$ cat src/rtl/lif_neuron_refractory_step_assert.svh
// Assertion macros shared by the neuron step modules.
// Each one samples on the rising edge of clock and is off while reset is high.
`ifndef LIF_NEURON_REFRACTORY_STEP_ASSERT_SVH
`define LIF_NEURON_REFRACTORY_STEP_ASSERT_SVH

`define LNR_ASSERT(label, prop, msg) \
   label: assert property (@(posedge clock) disable iff (reset) prop) \
      else $error(msg);

`define LNR_ASSERT_NEXT(label, trig, prop, msg) \
   label: assert property (@(posedge clock) disable iff (reset) (trig) |=> (prop)) \
      else $error(msg);

`endif

$ cat src/rtl/lnr_pkg.sv
package lnr_pkg;

   localparam int unsigned DATA_W      = 32;
   localparam int unsigned TICK_W      = 16;
   localparam int unsigned OFFSET_W    = 16;
   localparam int unsigned CSR_INDEX_W = 3;
   localparam int unsigned REQ_TDATA_W = 32;
   localparam int unsigned RSP_TDATA_W = 56;
   localparam int unsigned QUEUE_DEPTH = 2;

   localparam logic signed [DATA_W-1:0] THRESHOLD_RESET = 32'sd26500000;
   localparam logic signed [DATA_W-1:0] REST_RESET      = -32'sd77400000;
   localparam logic signed [DATA_W-1:0] RESET_POT_RESET = 32'sd0;
   localparam logic [DATA_W-1:0]        LEAK_RESET      = 32'd20331516;
   localparam logic [DATA_W-1:0]        GAIN_RESET      = 32'd13958382;
   localparam logic [TICK_W-1:0]        TICKS_RESET     = 16'd10;

   typedef enum logic [CSR_INDEX_W-1:0] {
      CSR_THRESHOLD = 3'd0,
      CSR_REST      = 3'd1,
      CSR_RESET_POT = 3'd2,
      CSR_LEAK      = 3'd3,
      CSR_GAIN      = 3'd4,
      CSR_TICKS     = 3'd5
   } csr_index_type;

   typedef enum logic [3:0] {
      ST_IDLE,
      ST_PROD,
      ST_DIFF,
      ST_MLO,
      ST_MHI,
      ST_ACC,
      ST_SUM,
      ST_CMP,
      ST_DIV,
      ST_DONE
   } state_type;

   typedef struct packed {
      logic signed [DATA_W-1:0] threshold;
      logic signed [DATA_W-1:0] rest_potential;
      logic signed [DATA_W-1:0] reset_potential;
      logic [DATA_W-1:0]        leak_factor;
      logic [DATA_W-1:0]        input_gain;
      logic [TICK_W-1:0]        refractory_ticks;
   } cfg_type;

   typedef struct packed {
      logic                     valid;
      logic signed [DATA_W-1:0] current;
   } q_item_type;

   typedef struct packed {
      logic                     refractory;
      logic [OFFSET_W-1:0]      spike_frac;
      logic                     spike;
      logic signed [DATA_W-1:0] voltage_out;
   } rsp_type;

endpackage

$ cat src/rtl/lnr_front.sv
module lnr_front #(
   parameter int unsigned Depth = lnr_pkg::QUEUE_DEPTH
) (
   input  logic                             clock,
   input  logic                             reset,
   input  logic                             req_tvalid,
   output logic                             req_tready,
   input  logic [lnr_pkg::REQ_TDATA_W-1:0]  req_tdata,
   output lnr_pkg::q_item_type              item,
   input  logic                             item_pop
);

   `include "lif_neuron_refractory_step_assert.svh"

   localparam int unsigned PTR_W = (Depth > 1) ? $clog2(Depth) : 1;
   localparam int unsigned CNT_W = $clog2(Depth + 1);

   logic [lnr_pkg::DATA_W-1:0] slot_ff [Depth];
   logic [PTR_W-1:0]           wr_ptr_ff, wr_ptr_in;
   logic [PTR_W-1:0]           rd_ptr_ff, rd_ptr_in;
   logic [CNT_W-1:0]           count_ff, count_in;
   logic                       push;
   logic                       pop;

   assign req_tready   = (count_ff != CNT_W'(Depth));
   assign push         = req_tvalid & req_tready;
   assign item.valid   = (count_ff != '0);
   assign item.current = slot_ff[rd_ptr_ff];
   assign pop          = item_pop & item.valid;

   always_comb begin
      wr_ptr_in = wr_ptr_ff;
      rd_ptr_in = rd_ptr_ff;
      count_in  = count_ff;
      if (push) begin
         wr_ptr_in = (wr_ptr_ff == PTR_W'(Depth - 1)) ? '0 : wr_ptr_ff + PTR_W'(1);
      end
      if (pop) begin
         rd_ptr_in = (rd_ptr_ff == PTR_W'(Depth - 1)) ? '0 : rd_ptr_ff + PTR_W'(1);
      end
      if (push && !pop) begin
         count_in = count_ff + CNT_W'(1);
      end else if (pop && !push) begin
         count_in = count_ff - CNT_W'(1);
      end
   end

   always_ff @(posedge clock) begin
      if (reset) begin
         wr_ptr_ff <= '0;
         rd_ptr_ff <= '0;
         count_ff  <= '0;
      end else begin
         wr_ptr_ff <= wr_ptr_in;
         rd_ptr_ff <= rd_ptr_in;
         count_ff  <= count_in;
      end
   end

   always_ff @(posedge clock) begin
      if (push) begin
         slot_ff[wr_ptr_ff] <= req_tdata[lnr_pkg::DATA_W-1:0];
      end
   end

   `LNR_ASSERT(a_count_bound, count_ff <= CNT_W'(Depth), "queue count beyond depth")
   `LNR_ASSERT(a_pop_nonempty, item_pop |-> count_ff != '0, "pop from empty queue")
   `LNR_ASSERT(a_no_push_full, count_ff == CNT_W'(Depth) |-> !push, "push into full queue")

endmodule

$ cat config.mk
export PLATFORM = sky130hd
export DESIGN_NAME = lnr_front
export DESIGN_NICKNAME = d
export VERILOG_FILES = /design/src/rtl/lnr_pkg.sv /design/src/rtl/lnr_front.sv
export VERILOG_INCLUDE_DIRS = /design/src /design/src/rtl
export SDC_FILE = /design/constraint.sdc
export NUM_CORES = 1
export LEC_CHECK = 0
export BUFFER_PORTS_ARGS = -buffer_cell sky130_fd_sc_hd__buf_2
export CORE_MARGIN = 4
export CORE_UTILIZATION = 49
export CTS_BUF_LIST = sky130_fd_sc_hd__clkbuf_8
export CTS_CLUSTER_DIAMETER = 120
export DETAILED_ROUTE_END_ITERATION = 10
export PLACE_DENSITY = 0.76
export SYNTH_ARGS = -nofsm -noshare
export SYNTH_HDL_FRONTEND = slang
export SYNTH_SLANG_ARGS = --single-unit
$ cat constraint.sdc
create_clock -name clock -period 5.35 [get_ports clock]
set_clock_uncertainty 0.2 [all_clocks]
set_input_delay 0.2675 -clock clock [delete_from_list [all_inputs] [get_ports clock]]
set_output_delay 0.2675 -clock clock [all_outputs]
set_load 0.005 [all_outputs]
==> results.md, run 1 <==
* Synthesis Warnings at 0
* Final worst path period need at 2.40 ns
* Min-delay worst type: input pin to register
* Synthesized Nets at 161
* Largest net degree at the start of global routing at 20
* Fraction of layout cells with a size suffix above 1 at 0.494
* Worst Path Arrival at 1.93 ns
* H-Tree Depth at 3
* Hold path startpoint: req_tvalid
* Final Setup Violations at 0
* Final hold violation count at 0
* CTS tree: built
* Final Util at 0.727
* Required time worst endpoint at 4.88 ns
* CP Capture Type: output port
* Row count at 25
* Port Buf Inserts at 69
* Pre-antenna DRT Iters at 4
* Pwr/cell area at 438 nW/µm²
* Sum Neg Setup Slack at 0 ns
* Die H at 79.8 µm
* Post-DP HPWL at 3.07 mm
* Count of unique library cells instantiated by Yosys at 19
* Reg2reg path depth at 3
* Wire per inst at 15.6 µm
* Clk Tree Root Cell: clkbuf_8
* Vias per cell at 4.77
* Gr ovfl total at 0
* Final period util at 0.449
* Synthesized area per cell at 20.4 µm²
* Initial antenna violation count at 0
* Worst-Margin Slew at 0.625 ns
* Global-route usage over all layers at 0.168
* Vias post-DR at 1470
* DRC violations left at 0
* Later-pin clock latency in the skew report at 0.33 ns
* Io pins at 70
* Placed cells at 259
* Status: completed
* WHS Path Cells at 3
* Core Footprint at 4850 µm²
* Clock Pin Slew Worst Setup and Hold Paths at 0.07 ns
* Max frequency at 0.417 GHz
* Die X at 79.8 µm
* Post-synthesis register bit count at 69
* WS Path Type: register to output port
* Hold endpoint: wr_ptr_ff
* Flop-to-flop setup slack at 3.26 ns
* Post-DRT Antenna Nets at 0
* CTS Buffer Depth at 2
* Gpl congestion at 0.661
* R2R Path Start: count_ff[0]
* Initial core utilization at 0.521
* DRT iter0 DRCs at 100
* Sink Count at 69
* Global-route wire length before repair at 7.83 mm
* Worst reg2reg endpoint: slot_ff[1][7]
* Final Instance Count excl. Fillers at 308
* Seq/Total Area, Yosys at 0.801
* Max FO, Critical Path at 19
* Slew Limit Fails at 0
* Post-Synthesis Cell Area at 2520 µm²
* RSZ-0062 raised after global routing: false
* CP startpoint kind: register
* Setup bufs post-CTS at 0
* Die area at 6370 µm²
* IR drop worst, VDD at 0.000255 V
* # diodes at 0
* Max-cap violations at 0
* Total Nets Final at 273
* Layout area overhead at 39.7%
* Syn Inst Count at 124
* P_leak at 1.37 nW
* Drt total wl at 4.81 mm
* CTS buffer count at 9
* Max-Slew Margin vs Limit at 0.583
* Vias in the first global route at 1627
[flip-flops by register name (all words and copies together), names as in the netlist, named ones only]
name,cells
wr_ptr_ff,1
rd_ptr_ff,1
slot_ff,64
count_ff,2
[routing by layer]
layer / vias up / part of all wire / track usage
met2: 49 / 0.52 / 0.288
met3: 4 / 0.070 / 0.0643
li1: 703 / - / -
met5: - / 0 / 0
met4: 0 / 0.0069 / 0.0557
met1: 714 / 0.40 / 0.192
[worst max-delay path by stage]
| stage | startpoint | endpoint | slack, ns |
|---|---|---|---|
| floorplan | count_ff[0] | slot_ff[1][0] | 3.33 |
| global placement | count_ff[0] | slot_ff[1][25] | 3.31 |
| detailed placement | count_ff[0] | slot_ff[1][25] | 3.23 |
| CTS | register | item[13] | 2.92 |
| global route | register | item[13] | 2.83 |
| finish | register | item[13] | 2.95 |
[synthesized netlist by cell type]
master | number | share of area
dfxtp_1 | 5 | 0.040
and3_1 | 1 | 0.0025
inv_1 | 1 | 0.0015
ha_1 | 1 | 0.0050
a21oi_1 | 2 | 0.0040
nand3b_1 | 1 | 0.0030
nand2b_1 | 1 | 0.0025
or2_2 | 1 | 0.0025
mux2_1 | 2 | 0.0089
mux2_2 | 30 | 0.13
and2_1 | 1 | 0.0025
edfxtp_1 | 64 | 0.76
xor2_1 | 3 | 0.010
clkbuf_2 | 1 | 0.0020
o21ai_0 | 2 | 0.0040
nor2_1 | 3 | 0.0045
buf_2 | 3 | 0.0059
a21bo_2 | 1 | 0.0040
or3_1 | 1 | 0.0025
[through the flow]
| step | hold slack [ns] | cell area, µm² | worst slack, ns | power, mW |
|---|---|---|---|---|
| CTS | 0.0550 | 3530 | 2.92 | 1.56 |
| floorplan | 0.137 | 2520 | 3.33 | 0.909 |
| finish | 0.0721 | 3530 | 2.95 | 1.54 |
| detailed placement | 0.258 | 2960 | 3.23 | 1.05 |
| global placement | 0.256 | 2960 | 3.31 | 1.03 |
| global route | 0.0773 | 3530 | 2.83 | 1.63 |
[critical path, stage by stage, from the launching register on]
cell	delay, ns
dfxtp_1	0.70
buf_4	0.38
mux2_2	0.38
buf_2	0.14
[layout by cell type (no fill, tap or decap), types with 2 or more instances in the layout]
cell            n
buf_2          69
edfxtp_1       64
dlygate4sd3_1  33
mux2_2         30
clkbuf_8        9
dfxtp_1         5
xor2_1          3
nor2_1          3
bufinv_16       3
buf_4           3
o21ai_0         2
mux2_1          2
inv_1           2
a21oi_1         2
clkinv_4        2
[power by group]
group          internal, mW  switching [mW]
sequential            0.676          0.0355
combinational         0.185           0.153
clock                 0.309           0.185
[logic make-up after synthesis]
logic type                 after synthesis  synth area share
DFF                                     69             0.801
muxes                                   32             0.143
and+or+nand+nor                          9            0.0198
AOI/OAI and AO/OA                        5            0.0119
buffers and inverters                    5           0.00941
xor gates and xnor gates                 3            0.0104
adders and majority gates                1           0.00495
[cell type report]
cell class / count / area, µm²
well taps: 67 / 83.8
fillers: 294 / 1320
clock inverters: 7 / 116
clock buffers: 9 / 124
inverters: 1 / 3.75
repair buffers: 105 / 698
flip-flops and latches: 69 / 2020
multi-input cells: 50 / 479
[timing repair]
action | CTS | global route
hold endpoints to repair | 69 | 0
resized for setup | 0 | 0
hold buffers | 33 | 0
(Power assumes the default switching activity.)
==> run 2, diff against run 1 <==
clock period = 2.4 ns   (was 5.35 ns; I/O delays follow)
==> results.md, run 2 (synthesis gave the netlist of run 1 again) <==
* CTS buffer count at 9 (unchanged)
* Post-DRT Antenna Nets at 0 (unchanged)
* Final period util at 0.776
* Final worst slack at 0.537 ns (was 2.95 ns)
* Met1 Use GR at 0.184 (was 0.192)
* Die H at 79.8 µm (unchanged)
* Die area at 6370 µm² (unchanged)
* Row count at 25 (unchanged)
* Busiest grt layer: met2 (unchanged)
* Status: completed (unchanged)
* Port Buf Inserts at 69 (unchanged)
* Worst Setup SP: count_ff[0]
* Global-route usage over all layers at 0.166 (was 0.168)
* Die X at 79.8 µm (unchanged)
* CP Capture Type: register (was output port)
* Grt met3 use at 0.0451 (was 0.0643)
* CP endpoint: count_ff[1] (was item[13])
* Final hold violation count at 0 (unchanged)
* Max FFs per register at 64 (unchanged)
* Worst Path Arrival at 1.93 ns (about the same)
* Flop-to-flop setup slack at 0.54 ns (was 3.26 ns)
* DRC violations left at 0 (unchanged)
* IR drop worst, VDD at 0.000687 V (was 0.000255 V)
* Grt met2 use at 0.297 (was 0.288)
* Max FO, Critical Path at 5 (was 19)
* Vias in the first global route at 1598 (was 1627)
* Final Setup Violations at 0 (unchanged)
* Global-route wire length before repair at 7.65 mm (was 7.83 mm)
* Wire per inst at 15.6 µm (about the same)
* Worst-Margin Slew at 0.378 ns (was 0.625 ns)
* Pre-antenna DRT Iters at 4 (unchanged)
* Largest net degree at the start of global routing at 23 (was 20)
* Slew Limit Fails at 0 (unchanged)
* Max-cap violations at 0 (unchanged)
* Sink Count at 69 (unchanged)
* Min-delay worst type: input pin to register (unchanged)
* Gpl congestion at 0.650 (was 0.661)
* Largest registers: slot_ff x64, count_ff x2 (unchanged)
* Clock Pin Slew Worst Setup and Hold Paths at 0.07 ns (about the same)
* Later-pin clock latency in the skew report at 0.33 ns (about the same)
* Core Footprint at 4850 µm² (unchanged)
* Required time worst endpoint at 2.46 ns (was 4.88 ns)
* WS Path Type: register to register (was register to output port)
* Vias post-DR at 1496 (was 1470)
* Drt total wl at 4.87 mm (was 4.81 mm)
* Filler instances at 303 (was 294)
* Fraction of layout cells with a size suffix above 1 at 0.498 (was 0.494)
* R2R Path Start: count_ff[0] (unchanged)
* RSZ-0062 raised after global routing: false (unchanged)
* Layout area overhead at 39.0% (was 39.7%)
* Initial antenna violation count at 0 (unchanged)
* Commonest non-fill, non-tap cells in the layout: buf_2, edfxtp_1, dlygate4sd3_1 (unchanged)
* DRT iter0 DRCs at 64 (was 100)
* Initial core utilization at 0.521 (unchanged)
* # diodes at 0 (unchanged)
* P_leak at 1.36 nW (was 1.37 nW)
* Vias per cell at 4.79 (was 4.77)
* CP startpoint kind: register (unchanged)
* Max frequency at 0.537 GHz
* Gr ovfl total at 0 (unchanged)
* Setup bufs post-CTS at 0 (unchanged)
* # hold bufs at CTS at 34 (was 33)
* Final worst path period need at 1.86 ns
* Largest reg by FF count: slot_ff (unchanged)
* Sum Neg Setup Slack at 0 ns (unchanged)
* Max-Slew Margin vs Limit at 0.748 (was 0.583)
* Io pins at 70 (unchanged)
* Total Nets Final at 277 (was 273)
* CTS Buffer Depth at 2 (unchanged)
* Pwr/cell area at 928 nW/µm² (was 438 nW/µm²)
* Number of gates resized after CTS at 0 (unchanged)
* Most common cell after layout, fill and taps aside: buf_2 (unchanged)
* Post-DP HPWL at 3.03 mm (was 3.07 mm)
* Worst reg2reg endpoint: count_ff[1] (was slot_ff[1][7])
* CTS tree: built (unchanged)
* H-Tree Depth at 3 (unchanged)
* Clk Tree Root Cell: clkbuf_8 (unchanged)
* Post-Place Setup Slack at 0.544 ns (was 3.23 ns)
* Reg2reg path depth at 5 (was 3)
## run 2: through the flow
stage,cells,instance area [µm²],util,hold WS (ns),power (mW)
floorplan,124,2520,-,-0.0109,2.03
global placement,262,2980,0.614,0.109,2.31
detailed placement,262,2980,0.614,0.112,2.35
CTS,312,3510,0.724,0.0270,3.27
global route,312,3510,0.724,0.0550,3.42
finish,312,3510,0.724,0.0388,3.26
## run 2: worst min path at each step
stage	slack, ns	depth (start not counted)	endpoint	startpoint
2_1_floorplan	-0.01	1	count_ff[1]	reset
6_report	0.04	4	rd_ptr_ff	item_pop
3_5_place_dp	0.11	1	slot_ff[0][22]	req_tdata[22]
3_3_place_gp	0.11	1	slot_ff[1][0]	req_tdata[0]
5_1_grt	0.06	4	rd_ptr_ff	item_pop
4_1_cts	0.03	4	rd_ptr_ff	item_pop
## run 2: report_power, final
part	total [mW]	internal [mW]	switching, mW
Sequential	1.56	1.51	0.0526
Combinational	0.803	0.431	0.372
Clock	0.895	0.474	0.421
Total	3.26	2.41	0.846
## run 2: critical path: stages (launching register included)
cell      delay (ns)
dfxtp_1         0.35
nand2b_1        0.22
and2_1          0.19
ha_1            0.34
or3_1           0.36
a21oi_1         0.14
## run 2: per-layer routing
layer | vias to the layer above | part of all wire
li1 | 714 | -
met2 | 47 | 0.53
met3 | 7 | 0.048
met5 | - | 0
met1 | 728 | 0.40
met4 | 0 | 0.013
## run 2: cell type report
type | instances | area (µm²) | area share
clock buffer | 9 | 124 | 0.0353
clock inverter | 7 | 66.3 | 0.0189
inverter | 1 | 3.75 | 0.00107
multi-input combinational | 50 | 479 | 0.137
sequential | 69 | 2020 | 0.576
tap | 67 | 83.8 | 0.0239
timing repair buffer | 109 | 731 | 0.208
